[config.mk]
export PLATFORM = sky130hd
export DESIGN_NAME = ffh_ram
export DESIGN_NICKNAME = d
export VERILOG_FILES = /design/src/rtl/core/ffh_ram.sv
export SDC_FILE = /design/constraint.sdc
export NUM_CORES = 1
export LEC_CHECK = 0
export ABC_AREA = 1
export BUFFER_PORTS_ARGS = -buffer_cell sky130_fd_sc_hd__buf_2
export CORE_ASPECT_RATIO = 1.2
export CORE_MARGIN = 10
export CORE_UTILIZATION = 61
export DETAILED_ROUTE_END_ITERATION = 8
export HOLD_SLACK_MARGIN = 0.1
export PLACE_DENSITY = 0.91
export SYNTH_ARGS = -nofsm -noshare
export SYNTH_HDL_FRONTEND = slang
export SYNTH_SLANG_ARGS = --single-unit
[constraint.sdc]
create_clock -name clk -period 1.3 [get_ports clk]
set_clock_uncertainty 0.1 [all_clocks]
set_input_delay 0.13 -clock clk [delete_from_list [all_inputs] [get_ports clk]]
set_output_delay 0.13 -clock clk [all_outputs]
set_load 0.005 [all_outputs]
[src/rtl/core/ffh_ram.sv]
// ----------------------------------------------------------------------------
// ffh_ram
// Generic simple dual-port RAM, one write port, one registered read port.
// ----------------------------------------------------------------------------
module ffh_ram #(
  parameter int WIDTH = 8,
  parameter int DEPTH = 16
) (
  input  logic                     clk,
  input  logic                     we,
  input  logic [$clog2(DEPTH)-1:0] waddr,
  input  logic [WIDTH-1:0]         wdata,
  input  logic [$clog2(DEPTH)-1:0] raddr,
  output logic [WIDTH-1:0]         rdata
);

  logic [WIDTH-1:0] mem [DEPTH];

  always_ff @(posedge clk) begin
    if (we) begin
      mem[waddr] <= wdata;
    end
    rdata <= mem[raddr];
  end

endmodule

==> flow_summary.json, run 1 <==
{
  "worstSkewPairLatency_ns": 0.53,
  "grt_pass1_wl_microns": 22500,
  "fin_setup_tns_ns": 0,
  "clock_sink_count": 136,
  "required_ns": 1.07,
  "worstSetupPathType": "flip-flop to output pin",
  "gp_congestion": 0.875,
  "cts_tree": "built",
  "vias": 4229,
  "path_clk_slew_ns": 0.06,
  "place_ws_ns": 0.0213,
  "drive_gt1_share_pct": 13.4,
  "finalCritPeriodShare_pct": 95.4,
  "p_switching_mw": 2.23,
  "antenna_cells": 0,
  "setup_viol": 0,
  "first_global_vias": 4234,
  "r2r_end": "rdata[0]",
  "rr_startpoint": "mem[13][0]",
  "drc": 0,
  "cp_top_family": "flip-flops",
  "setup_ws_ns": 0.0594,
  "ys_ff_latch": 136,
  "clock-root-buffer": "clkbuf_8",
  "synth_cell_type_count": 12,
  "syn_area_sq_um": 5770,
  "initial_core_util_pct": 63.2,
  "hold_viol_final": 0,
  "yosys_warnings": 0,
  "clkPwrFrac_pct": 45.3,
  "grt_start_max_net_pins": 33,
  "outcome": "complete, no violations",
  "nets": 630,
  "endpoint": "rdata[6]",
  "ir_drop_uv": 1160,
  "hp-class": "primary input to flip-flop",
  "rrSetupSlack_ns": 0.11,
  "drv_cap": 0,
  "avgViaCountPerCell": 5.68,
  "dp.final_hpwl_microns": 8680,
  "first_iter_violations": 582,
  "drt-wirelength-per-cell_microns": 19.4,
  "area_growth_pct": 18.6,
  "cp_num_buf_inv": 1,
  "reg2regPathDepth": 6,
  "p_per_area_nw_per_um2": 1500,
  "p_sw_share_pct": 21.7,
  "seq_area_frac_synth_pct": 69.4,
  "die_area_sq_um": 13800,
  "die_x_microns": 109,
  "rsz0062_at_grt": "no",
  "relSlewSlack_pct": 73.7,
  "antenna_found_initial": 0,
  "cp_slowest_cell": "dfxtp_1",
  "die_h_microns": 127,
  "synth.avg_cell_area_sq_um": 10.5,
  "cp-end-kind": "output pin",
  "postRouteAntennaNets": 0,
  "clock.fmax_ghz": 0.806,
  "postSynthCellCount": 551,
  "h-tree-depth": 4,
  "critPathMaxStageDelay_ns": 0.35,
  "numCtsBuffers": 17,
  "grt-ovfl-total": 0,
  "io_buffers": 25,
  "fillerInstances": 555,
  "synthesis.nets": 569,
  "leakage_nw": 3.01,
  "p_int_mw": 8.02,
  "ios": 26,
  "crit_cells": 1,
  "rows": 38,
  "startpoint": "rdata[6]",
  "regArea_sq_um": 4000,
  "period_minus_slack_ns": 1.24,
  "cts_buffer_depth": 2,
  "worstSetupStartpointType": "flip-flop",
  "instances_no_fill": 745,
  "dr.pass1.iters": 6,
  "p_comb_share_pct": 6.6,
  "post_cts_buffers": 0,
  "cp_max_fo": 1,
  "seq_power_share_pct": 48.1,
  "tightest_slew_ns": 0.395,
  "dp.cells": 700,
  "grt_use_total_pct": 21.7,
  "crit_arrival_ns": 1.01,
  "drv_slew": 0,
  "multi_input_area_sq_um": 1210,
  "crit_chain": "buf_2",
  "fp.coreArea_sq_um": 9130,
  "routed_wl_microns": 14500
}
timing repair:
item	4_1_cts	5_1_grt
endpoints found under the hold margin	136	0
hold buffers	13	0
gates resized for setup	0	0
per-stage QoR:
step                hold slack [ns]  power [mW]  utilization, %  area [sq um]
floorplan                     0.129        5.37               -          5770
global placement              0.413        5.61            67.2          6140
detailed placement            0.415        5.64            67.2          6140
CTS                           0.100        10.3            74.9          6840
global route                  0.136        10.5            74.9          6840
finish                        0.127        10.3            74.9          6840
cells in the mapped netlist:
cell type  instances  area [sq um]
dfxtp_1            8           160
inv_1            100           375
nand3b_1           2          15.0
buf_2             13          65.1
buf_6              6          67.6
nand3_1           97           485
inv_2              2          7.51
nor2_1            17          63.8
buf_4              4          30.0
edfxtp_1         128          3840
buf_1              1          3.75
nand2_1          173           649
worst min-delay path by stage:
stage          slack, ns  cells past startpoint  startpoint   endpoint
2_1_floorplan       0.13                      0    wdata[0]  mem[0][0]
3_5_place_dp        0.41                      1    rdata[1]   rdata[1]
4_1_cts             0.10                      6    raddr[1]   rdata[4]
3_3_place_gp        0.41                      1    rdata[1]   rdata[1]
5_1_grt             0.14                      6    raddr[1]   rdata[4]
6_report            0.13                      6    raddr[1]   rdata[4]
registers in the layout, summed over array words and instances, names as in the netlist:
| name | cells |
|---|---|
| mem | 128 |
| rdata | 8 |
power groups by stage:
stage / Clock, mW / Sequential (mW) / Combinational, mW
after global placement: 0 / 5.02 / 0.591
after global routing: 4.86 / 4.94 / 0.726
final: 4.64 / 4.93 / 0.674
after detailed placement: 0 / 5.02 / 0.617
after floorplan: 0 / 5.02 / 0.346
after CTS: 4.66 / 4.93 / 0.659
final cells by class:
cell class | count | share of cell area, %
clock inverters | 14 | 2.30
multi-input cells | 289 | 17.7
well taps | 120 | 2.19
clock buffers | 18 | 6.11
inverters | 102 | 5.60
flip-flops and latches | 136 | 58.5
repair buffers | 66 | 7.53
cell usage in the layout (no fill, tap or decap), drive strengths merged:
cell / count
buf: 53
bufinv: 3
clkbuf: 18
clkinv: 8
clkinvlp: 3
dfxtp: 8
dlygate4sd3: 13
edfxtp: 128
inv: 102
nand2: 173
nand3: 97
nand3b: 2
nor2: 17
kinds of logic (layout without fill, tap and decap cells):
family,count (synthesis),count (layout),synth area share [%]
flops,136,136,69.4
buf+inv,126,200,9.52
simple gates,289,289,21.0
metal layers:
layer	wire [microns]	track usage [%]
met3	1700	5.98
met2	7050	34.2
met5	0	0
met1	5240	26.8
met4	489	10.7
No activity file was read; power rests on OpenSTA's default activity.
==> run 2: changes to the inputs <==
- RECOVER_POWER: not set -> 100
==> run 2 against run 1 <==
Critical path depth unchanged. Non-clock buffer count unchanged. Flip-flop and latch count did not move. Sequential power hardly changed. Worst hold slack better by 0.028 ns. Sequential share of layout area up 0.69 points. Design area is 1.2% lower. Via count up 1.5%. First-iteration DRC count grew 6.9%. Register-to-register slack hardly changed. Count of clock-buffer cells in the layout unchanged. Critical endpoint unchanged.
==> flow_summary.json, run 2 (synthesis gave the netlist of run 1 again) <==
{
  "p_int_mw": 8.01,
  "avgViaCountPerCell": 5.76,
  "path_clk_slew_ns": 0.06,
  "fin_area_sq_um": 6760,
  "io_buffers": 25,
  "required_ns": 1.07,
  "p_sw_share_pct": 21.8,
  "crit_arrival_ns": 1.00,
  "antenna_cells": 0,
  "ios": 26,
  "seq_power_share_pct": 48.2,
  "area_growth_pct": 17.2,
  "leakage_nw": 2.89,
  "routed_wl_microns": 14400,
  "die_h_microns": 127,
  "rsz0062_at_grt": "no",
  "vias": 4293,
  "outcome": "complete, no violations",
  "finalCritPeriodShare_pct": 94.8,
  "p_per_area_nw_per_um2": 1510,
  "first_iter_violations": 622,
  "period_minus_slack_ns": 1.23,
  "final_common_cell": "nand2_1",
  "largest_reg_flops": 128,
  "antenna_found_initial": 0,
  "tightest_slew_ns": 0.827,
  "h-tree-depth": 4,
  "first_global_vias": 4234,
  "fin_hold_ws_ns": 0.154,
  "instances_no_fill": 745,
  "regMostFlops": "mem",
  "numCtsBuffers": 17,
  "cp_max_fo": 1,
  "grt_pass1_wl_microns": 22500,
  "cp_slowest_cell": "dfxtp_1",
  "relSlewSlack_pct": 44.8,
  "worstSkewPairLatency_ns": 0.53,
  "ir_drop_uv": 1150,
  "cp_top_family": "flip-flops",
  "crit_chain": "buf_2",
  "clock_sink_count": 136,
  "critPathMaxStageDelay_ns": 0.35,
  "drc": 0,
  "layout_common_cells": "nand2_1, edfxtp_1, inv_1",
  "dp.final_hpwl_microns": 8680,
  "hold_viol_final": 0,
  "dr.pass1.iters": 5,
  "worstSetupPathType": "flip-flop to output pin",
  "grt_use_total_pct": 21.7,
  "hp-class": "primary input to flip-flop",
  "cp-end-kind": "output pin",
  "cts-resized-gates": 0,
  "post_dp_cell_area_sq_um": 6140,
  "dp.cells": 700,
  "drv_slew": 0,
  "drv_cap": 0,
  "postRouteAntennaNets": 0,
  "clock.fmax_ghz": 0.811,
  "p_comb_share_pct": 6.4,
  "rows": 38,
  "grt-ovfl-total": 0,
  "cp_num_buf_inv": 1,
  "clock-root-buffer": "clkbuf_8",
  "drt-wirelength-per-cell_microns": 19.3,
  "worstSetupStartpointType": "flip-flop",
  "grt_start_max_net_pins": 33,
  "die_x_microns": 109,
  "clkPwrFrac_pct": 45.3,
  "cts_buffer_depth": 2,
  "gp_congestion": 0.875,
  "setup_viol": 0,
  "p_switching_mw": 2.23,
  "largest_registers": "mem x128, rdata x8",
  "fp.coreArea_sq_um": 9130,
  "die_area_sq_um": 13800,
  "place_ws_ns": 0.0213,
  "setup_ws_ns": 0.0676,
  "initial_core_util_pct": 63.2,
  "cts_tree": "built",
  "drive_gt1_share_pct": 8.32,
  "nets": 630,
  "fin_setup_tns_ns": 0
}
run 2: final timing paths:
check / cells past startpoint / from / endpoint / slack (ns)
max: 1 / rdata[6] / rdata[6] / 0.07
min: 6 / raddr[1] / rdata[4] / 0.15
max reg2reg: 6 / mem[13][0] / rdata[0] / 0.12
min reg2reg: 6 / mem[4][0] / rdata[0] / 0.60
run 2: power by group through the flow:
stage / sequential, mW / clock [mW] / combinational [mW]
floorplan: 5.02 / 0 / 0.346
global placement: 5.02 / 0 / 0.591
detailed placement: 5.02 / 0 / 0.617
CTS: 4.93 / 4.66 / 0.659
global route: 4.94 / 4.86 / 0.709
finish: 4.94 / 4.64 / 0.658
run 2: routing by layer:
metal	up-vias	global-route usage [%]	routed length, microns
li1	1897	-	-
met1	2006	26.8	5260
met2	338	34.2	6970
met3	52	5.98	1640
met4	0	10.7	506
met5	-	0	0
run 2: cell type report:
cell class,count,area (sq um)
sequential,136,4000
fill,585,2370
multi-input combinational,289,1210
timing repair buffer,66,435
clock buffer,18,418
inverter,102,383
clock inverter,14,158
tap,120,150
run 2: stage by stage:
| step | util, % | power, mW |
|---|---|---|
| floorplan | - | 5.37 |
| finish | 74.1 | 10.2 |
| detailed placement | 67.2 | 5.64 |
| global placement | 67.2 | 5.61 |
| global route | 74.1 | 10.5 |
| CTS | 74.9 | 10.3 |
run 2: repair_timing:
action,CTS,global route
hold buffers,13,0
buffers inserted,0,0
endpoints found under the hold margin,136,0
