`src/rtl/core/ffh_pkg.sv`:
```
// ----------------------------------------------------------------------------
// ffh_pkg
// Types, sizes and codes shared by the first-fit heap allocator modules.
// ----------------------------------------------------------------------------
package ffh_pkg;

  localparam int unsigned MAX_SEGMENTS = 64;
  localparam int unsigned ALIGN_BYTES  = 16;
  localparam int unsigned HEADER_BYTES = 32;

  localparam int IDX_W     = $clog2(MAX_SEGMENTS);
  localparam int CNT_W     = $clog2(MAX_SEGMENTS + 1);
  localparam int CFG_IDX_W = 2;
  localparam int BASE_W    = 47;
  localparam int SIZE_W    = 32;
  localparam int ADDR_W    = 48;
  localparam int LEN_W     = 32;

  localparam logic [BASE_W-1:0] HEAP_BASE_RST = '0;
  localparam logic [SIZE_W-1:0] HEAP_SIZE_RST = 32'd65536;

  // command codes
  localparam logic CMD_ALLOC = 1'b0;
  localparam logic CMD_FREE  = 1'b1;

  // result status codes
  localparam logic [1:0] ST_ALLOC   = 2'd0;
  localparam logic [1:0] ST_FAIL    = 2'd1;
  localparam logic [1:0] ST_FREED   = 2'd2;
  localparam logic [1:0] ST_IGNORED = 2'd3;

  // configuration register indexes
  localparam logic [CFG_IDX_W-1:0] REG_HEAP_BASE = 2'd0;
  localparam logic [CFG_IDX_W-1:0] REG_HEAP_SIZE = 2'd1;

  typedef struct packed {
    logic              cmd;
    logic [31:0]       req_size;
    logic [ADDR_W-1:0] free_addr;
  } item_t;

  typedef struct packed {
    logic [1:0]        status;
    logic [ADDR_W-1:0] addr;
    logic [31:0]       used_bytes;
  } result_t;

  typedef struct packed {
    logic [LEN_W-1:0] offset;
    logic [LEN_W-1:0] length;
    logic             free;
  } seg_t;

  localparam int SEG_W = $bits(seg_t);

  typedef struct packed {
    logic [BASE_W-1:0] heap_base;
    logic [SIZE_W-1:0] region_bytes;
    logic              rebuild;
  } cfg_state_t;

endpackage

```
`src/rtl/core/ffh_ctrl.sv`:
```
// ----------------------------------------------------------------------------
// ffh_ctrl
// Sequencer over the segment table: first-fit scan, insert shift, address
// match scan and a compacting merge pass.
// ----------------------------------------------------------------------------
module ffh_ctrl (
  input  logic                        clk,
  input  logic                        rst,
  input  logic                        accept,
  input  ffh_pkg::item_t              item,
  input  ffh_pkg::cfg_state_t         cfg,
  output logic                        idle,
  output logic                        done,
  output ffh_pkg::result_t            result,
  output logic                        ram_we,
  output logic [ffh_pkg::IDX_W-1:0]   ram_waddr,
  output ffh_pkg::seg_t               ram_wdata,
  output logic [ffh_pkg::IDX_W-1:0]   ram_raddr,
  input  ffh_pkg::seg_t               ram_rdata
);
  import ffh_pkg::*;

  localparam logic [3:0] S_IDLE  = 4'd0;
  localparam logic [3:0] S_ASCAN = 4'd1;
  localparam logic [3:0] S_SHIFT = 4'd2;
  localparam logic [3:0] S_WNEW  = 4'd3;
  localparam logic [3:0] S_WSEG  = 4'd4;
  localparam logic [3:0] S_FSCAN = 4'd5;
  localparam logic [3:0] S_MERGE = 4'd6;
  localparam logic [3:0] S_MTAIL = 4'd7;

  localparam logic [LEN_W-1:0] HDR   = LEN_W'(HEADER_BYTES);
  localparam logic [CNT_W-1:0] CMAX  = CNT_W'(MAX_SEGMENTS);

  logic [3:0]        state;
  logic [CNT_W-1:0]  count;
  logic [LEN_W-1:0]  used;
  logic [CNT_W-1:0]  ptr;
  logic              rd_vld;
  logic [IDX_W-1:0]  rd_idx;
  logic [IDX_W-1:0]  hit_idx;
  seg_t              hit_seg;
  seg_t              new_seg;
  logic              split;
  logic [32:0]       aligned;
  logic [ADDR_W-1:0] fa;
  seg_t              cur;
  logic [IDX_W-1:0]  widx;

  logic              issue;
  logic [33:0]       round_sum;
  logic [32:0]       aligned_next;
  logic              fit;
  logic              split_next;
  logic [ADDR_W-1:0] pay_addr;
  seg_t              ef;
  logic              absorb;
  logic              last_rd;
  logic [LEN_W-1:0]  seg_len;
  logic [LEN_W-1:0]  used_alloc;
  logic [LEN_W-1:0]  len0;

  assign round_sum    = {2'b00, item.req_size} + 34'(ALIGN_BYTES - 1);
  assign aligned_next = 33'((round_sum / ALIGN_BYTES) * ALIGN_BYTES);

  assign fit        = ram_rdata.free && ({1'b0, ram_rdata.length} >= aligned);
  assign split_next = ({2'b00, ram_rdata.length} >= ({1'b0, aligned} + 34'(HEADER_BYTES)
                      + 34'(ALIGN_BYTES))) && (count < CMAX);
  assign pay_addr   = ADDR_W'(cfg.heap_base) + ADDR_W'(ram_rdata.offset)
                      + ADDR_W'(HEADER_BYTES);
  assign last_rd    = (CNT_W'(rd_idx) + CNT_W'(1)) == count;

  // the freed entry is seen as free during the merge pass
  always_comb begin
    ef = ram_rdata;
    if (rd_idx == hit_idx) begin
      ef.free = 1'b1;
    end
  end
  assign absorb = cur.free && ef.free;

  assign seg_len    = split ? aligned[LEN_W-1:0] : hit_seg.length;
  assign used_alloc = used + seg_len + HDR;
  assign len0       = (cfg.region_bytes >= SIZE_W'(HEADER_BYTES))
                      ? cfg.region_bytes - SIZE_W'(HEADER_BYTES) : '0;
  assign idle       = (state == S_IDLE);

  always_comb begin
    issue     = 1'b0;
    ram_raddr = ptr[IDX_W-1:0];
    ram_we    = 1'b0;
    ram_waddr = '0;
    ram_wdata = cur;
    case (state)
      S_IDLE: begin
        if (cfg.rebuild) begin
          ram_we    = 1'b1;
          ram_wdata = '{offset: '0, length: len0, free: 1'b1};
        end
      end
      S_ASCAN, S_FSCAN: begin
        issue = ptr < count;
      end
      S_SHIFT: begin
        issue     = ptr > CNT_W'(hit_idx);
        ram_we    = rd_vld;
        ram_waddr = rd_idx + IDX_W'(1);
        ram_wdata = ram_rdata;
      end
      S_WNEW: begin
        ram_we    = 1'b1;
        ram_waddr = hit_idx + IDX_W'(1);
        ram_wdata = new_seg;
      end
      S_WSEG: begin
        ram_we    = 1'b1;
        ram_waddr = hit_idx;
        ram_wdata = '{offset: hit_seg.offset, length: seg_len, free: 1'b0};
      end
      S_MERGE: begin
        issue     = ptr < count;
        ram_we    = rd_vld && (rd_idx != '0) && !absorb;
        ram_waddr = widx;
      end
      S_MTAIL: begin
        ram_we    = 1'b1;
        ram_waddr = widx;
      end
      default: begin
        issue = 1'b0;
      end
    endcase
  end

  always_ff @(posedge clk) begin
    if (rst) begin
      state  <= S_IDLE;
      count  <= CNT_W'(1);
      used   <= '0;
      rd_vld <= 1'b0;
      done   <= 1'b0;
      ptr    <= '0;
    end else begin
      done   <= 1'b0;
      rd_vld <= issue;
      rd_idx <= ptr[IDX_W-1:0];
      case (state)
        S_IDLE: begin
          ptr <= '0;
          if (cfg.rebuild) begin
            count <= CNT_W'(1);
            used  <= '0;
          end else if (accept) begin
            aligned <= aligned_next;
            fa      <= item.free_addr;
            result  <= '{status: ST_IGNORED, addr: '0, used_bytes: used};
            if (item.cmd == CMD_ALLOC) begin
              if (item.req_size == '0) begin
                result.status <= ST_FAIL;
                done          <= 1'b1;
              end else begin
                state <= S_ASCAN;
              end
            end else if (item.free_addr == '0) begin
              done <= 1'b1;
            end else begin
              state <= S_FSCAN;
            end
          end
        end
        S_ASCAN: begin
          if (issue) begin
            ptr <= ptr + CNT_W'(1);
          end
          if (rd_vld && fit) begin
            rd_vld         <= 1'b0;
            hit_idx        <= rd_idx;
            hit_seg        <= ram_rdata;
            split          <= split_next;
            new_seg.offset <= ram_rdata.offset + HDR + aligned[LEN_W-1:0];
            new_seg.length <= ram_rdata.length - aligned[LEN_W-1:0] - HDR;
            new_seg.free   <= 1'b1;
            if (!split_next) begin
              state <= S_WSEG;
            end else if (!last_rd) begin
              ptr   <= count - CNT_W'(1);
              state <= S_SHIFT;
            end else begin
              state <= S_WNEW;
            end
          end else if (rd_vld && last_rd) begin
            result.status <= ST_FAIL;
            done          <= 1'b1;
            state         <= S_IDLE;
          end
        end
        S_SHIFT: begin
          if (issue) begin
            ptr <= ptr - CNT_W'(1);
          end
          if (rd_vld && (rd_idx == hit_idx + IDX_W'(1))) begin
            rd_vld <= 1'b0;
            state  <= S_WNEW;
          end
        end
        S_WNEW: begin
          state <= S_WSEG;
        end
        S_WSEG: begin
          count  <= count + CNT_W'(split);
          used   <= used_alloc;
          result <= '{status: ST_ALLOC,
                      addr: ADDR_W'(cfg.heap_base) + ADDR_W'(hit_seg.offset)
                            + ADDR_W'(HEADER_BYTES),
                      used_bytes: used_alloc};
          done   <= 1'b1;
          state  <= S_IDLE;
        end
        S_FSCAN: begin
          if (issue) begin
            ptr <= ptr + CNT_W'(1);
          end
          if (rd_vld && (pay_addr == fa)) begin
            rd_vld <= 1'b0;
            if (ram_rdata.free) begin
              done  <= 1'b1;
              state <= S_IDLE;
            end else begin
              used    <= used - ram_rdata.length - HDR;
              hit_idx <= rd_idx;
              ptr     <= '0;
              widx    <= '0;
              state   <= S_MERGE;
            end
          end else if (rd_vld && last_rd) begin
            done  <= 1'b1;
            state <= S_IDLE;
          end
        end
        S_MERGE: begin
          if (issue) begin
            ptr <= ptr + CNT_W'(1);
          end
          if (rd_vld) begin
            if (rd_idx == '0) begin
              cur <= ef;
            end else if (absorb) begin
              cur.length <= cur.length + HDR + ef.length;
            end else begin
              widx <= widx + IDX_W'(1);
              cur  <= ef;
            end
            if (last_rd) begin
              rd_vld <= 1'b0;
              state  <= S_MTAIL;
            end
          end
        end
        S_MTAIL: begin
          count  <= CNT_W'(widx) + CNT_W'(1);
          result <= '{status: ST_FREED, addr: '0, used_bytes: used};
          done   <= 1'b1;
          state  <= S_IDLE;
        end
        default: begin
          state <= S_IDLE;
        end
      endcase
    end
  end

  // table always holds between one and the maximum number of segments
  assert property (@(posedge clk) disable iff (rst)
    (count >= CNT_W'(1)) && (count <= CMAX))
    else $error("segment count out of range");

  // merge writes only land on entries already read
  assert property (@(posedge clk) disable iff (rst)
    (state == S_MERGE && ram_we) |-> (ram_waddr < rd_idx))
    else $error("merge write overtakes read pointer");

  // insert shift never touches entries at or below the hit
  assert property (@(posedge clk) disable iff (rst)
    (state == S_SHIFT && ram_we) |-> (ram_waddr > hit_idx))
    else $error("shift write below insertion point");

  // a granted block always lies above the header so is never null
  assert property (@(posedge clk) disable iff (rst)
    (done && result.status == ST_ALLOC) |-> (result.addr != '0))
    else $error("allocation returned null address");

endmodule

```
`config.mk`:
```
export PLATFORM = sky130hd
export DESIGN_NAME = ffh_ctrl
export DESIGN_NICKNAME = d
export VERILOG_FILES = /design/src/rtl/core/ffh_pkg.sv /design/src/rtl/core/ffh_ctrl.sv
export SDC_FILE = /design/constraint.sdc
export NUM_CORES = 2
export LEC_CHECK = 0
export ABC_CLOCK_PERIOD_IN_PS = 8080
export BUFFER_PORTS_ARGS = -buffer_cell sky130_fd_sc_hd__buf_2
export CORE_UTILIZATION = 35
export CTS_BUF_LIST = sky130_fd_sc_hd__clkbuf_2 sky130_fd_sc_hd__clkbuf_4 sky130_fd_sc_hd__clkbuf_8
export DETAILED_ROUTE_END_ITERATION = 7
export PLACE_DENSITY_LB_ADDON = 0.1
export SYNTH_ARGS = -nofsm -noshare
export SYNTH_HDL_FRONTEND = slang
export SYNTH_SLANG_ARGS = --single-unit
```
`constraint.sdc`:
```
create_clock -name clk -period 8.08 [get_ports clk]
set_input_delay 0.808 -clock clk [delete_from_list [all_inputs] [get_ports clk]]
set_output_delay 0.808 -clock clk [all_outputs]
set_load 0.01 [all_outputs]
```
==> reports/qor.csv <==
stage,metric,value,unit
status,status,"complete, no violations",
routing,drt_iter0_drc,2354,
grt,grt_pass1_wl,191000,um
timing,period_share,0.756,
synthesis,seq_area_frac_synth,0.337,
grt,grt_max_degree,80,
final_layout,multi_input_area,0.0221,sq mm
floorplanning,io_pins,391,
clock_tree,clockBufferDepth,3,
synthesis,synthCells,3818,
clock_tree,cts-buffers-inserted,84,
final_layout,fin_cells,5631,
power_and_ir_drop,ir_drop,0.0822,mV
placed_design,gp_congestion,0.971,
grt,antenna_found_initial,26,
setup_path,path_cells,"nand2_1, a211oi_1, and2_1, and3_1, nand3_1, nor4_1, xnor2_1, ha_1, nand4_1, or3_1, or4b_1, o21ai_0, a21o_1, a221oi_1, nor3_2, o211ai_1, a21oi_1, a21bo_2, nand2_1, o21ai_0",
floorplanning,die_area,0.103,sq mm
clock_tree,clock_sinks,417,
synthesis,ys_async_sr_fraction,0,
clock_tree,root_buffer,clkbuf_8,
final_layout,synthToLayoutAreaGrowth,14.4,%
routing,wl_per_cell,22.9,um
routing,vias,30700,
routing,drcViolationCount,0,
final_layout,drive_gt1_frac,0.153,
hold_path,hold_class,input port to register,
setup_path,critPathArrivalTime,6.69,ns
clock_tree,cts_resized,0,
timing,finalSetupViolations,0,
floorplanning,start_util,0.355,
clock_tree,tritoncts,done,
timing,worst_pin_slew,1.16,ns
floorplanning,dieWidth,321,um
placed_design,place_area,0.0390,sq mm
clock_tree,clk_pin_slew_worst_paths,0.07,ns
synthesis,synth_enable_flop_cells,365,
power_and_ir_drop,leakage,17.4,nW
routing,dr.pass1.iters,6,
placed_design,dpl.hpwl,103000,um
synthesis,synth.distinct_cells,100,
floorplanning,dieHeight,321,um
synthesis,synth_ff_type,edfxtp_1,
setup_path,cp_max_fo,8,
synthesis,synth_area,0.0357,sq mm
floorplanning,core,0.101,sq mm
grt,grt_overflow,0,
final_layout,layout.nets,4932,
timing,rsz0062_at_grt,no,
synthesis,synth_top_area_cell,edfxtp_1,
routing,routed_via_density,5.46,
setup_path,worstPathRequired,8.66,ns
timing,finalHoldViolCount,0,
setup_path,slowest_stage,or4b_1,
setup_path,r2r_slack,1.97,ns
synthesis,avgSynthCellArea,9.34,sq um
final_layout,register_area,0.0120,sq mm
routing,drtAntennaViolNets,0,
placed_design,portBuffers,390,
synthesis,synth_area_leaders,"edfxtp_1 31%, ha_1 18%, xnor2_1 5.4%, a21oi_1 3.3%, nand2_1 3.1%",
grt,grt_usage,0.245,
clock_tree,clock_latency,0.73,ns
synthesis,yosysTopAreaCellShare,0.307,
clock_tree,cts_max_level,3,
timing,maxSlewViolCount,0,
setup_path,endpoint_kind,register,
setup_path,worstSetupPathType,register to register,
timing,relSlewSlack,0.219,
grt,grt_pass1_vias,29900,
run,drv_cap,0,
synthesis,syn_nets,4555,
setup_path,cp_slowest_stage_delay,0.54,ns
floorplanning,rows,116,
clock_tree,hold_buffers,0,
timing,min_period,6.11,ns
synthesis,ys_warn_count,0,
synthesis,synth.most_common_cell,ha_1,
power_and_ir_drop,p_per_area,154,mW/mm^2
synthesis,ys_ff_latch,417,
timing,fin_setup_tns,0,ns
placed_design,placed_cells,5466,
synthesis,synth.top_cells.by_count,"502 x ha_1, 365 x edfxtp_1, 293 x nand2_1",
final_layout,stdcell_area,0.0408,sq mm
timing,whs,0.284,ns
timing,clock_skew,0.0344,ns
routing,routed_wl,129000,um
final_layout,nFillCells,10300,
timing,max_freq,164,MHz
setup_path,startpoint_type,register,
clock_tree,postCtsSetupRepairBufs,0,
## critical path, delay by kind of cell (launching register included)
kind | cells | cell delay, ns
xor+xnor | 1 | 0.11
fa+ha+maj | 1 | 0.30
compound gates | 8 | 2.04
simple gates | 10 | 3.02
flops | 1 | 0.50
## flip-flops by register name, summed over array words and instances (netlist names), 4 cells and up
register  count
aligned      29
count         7
cur          65
fa           48
hit_idx       6
hit_seg      64
new_seg      58
ptr           7
rd_idx        6
result       82
state         4
used         32
widx          6
## final timing paths
kind / startpoint / to / depth (start not counted)
hold / removal: item[30] / fa[30] / 1
setup / recovery: aligned[6] / ptr[6] / 20
setup reg to reg: aligned[6] / ptr[6] / 20
hold reg to reg: used[28] / used[28] / 2
## metrics by stage
stage / power (mW) / setup WS, ns / util
2_1_floorplan: 3.45 / 0.988 / -
3_3_place_gp: 3.96 / 1.89 / 0.388
3_5_place_dp: 3.95 / 1.77 / 0.388
4_1_cts: 6.35 / 2.09 / 0.405
5_1_grt: 6.61 / 1.59 / 0.405
6_report: 6.29 / 1.97 / 0.406
## power breakdown
part / internal [mW] / switching (mW) / total [mW]
registers: 2.39 / 0.0239 / 2.41
clock network: 1.30 / 1.06 / 2.36
logic: 0.579 / 0.936 / 1.52
total: 4.27 / 2.02 / 6.29
## cells in the final DEF (no fill, tap or decap), types with 46 or more instances in the layout
cell type / count
nand4_1: 48
xnor2_1: 218
nor3_1: 80
nand3_1: 78
and3_1: 50
a211oi_1: 49
xor2_1: 116
nor2_1: 285
buf_2: 390
clkbuf_8: 87
o21ai_0: 205
a21oi_1: 237
edfxtp_1: 365
a21o_1: 88
dfxtp_1: 52
nand2_1: 291
ha_1: 502
nor2b_1: 46
inv_1: 284
## routing by layer
layer  track usage  vias up  routed length [um]
met4        0.0749        8                3570
met5             0        -                  50
met1         0.331    14700               59000
met2         0.402      880               59400
met3        0.0365      186                6970
li1              -    15000                   -
## final cells by class
| class | count | share of cell area |
|---|---|---|
| clock buffers | 117 | 0.0349 |
| flip-flops and latches | 417 | 0.294 |
| inverters | 284 | 0.0261 |
| clock inverters | 40 | 0.00785 |
| repair buffers | 416 | 0.0529 |
| diodes | 8 | 0.000491 |
| well taps | 1357 | 0.0416 |
| multi-input cells | 2992 | 0.542 |
## cell families (layout without fill, tap and decap cells)
logic type               count (synthesis)  count (layout)  share of synthesized area
adder cells (fa/ha/maj)                508             508                      0.179
flip-flops                             417             417                      0.337
buffers and inverters                  409             857                     0.0449
XOR/XNOR                               334             334                     0.0820
AND/OR/NAND/NOR                       1099            1099                      0.151
multiplexers                            43              43                     0.0132
AO/OA/AOI/OAI                         1007            1007                      0.193
other                                    1               9                   0.000105
No activity file was read; power rests on OpenSTA's default activity.
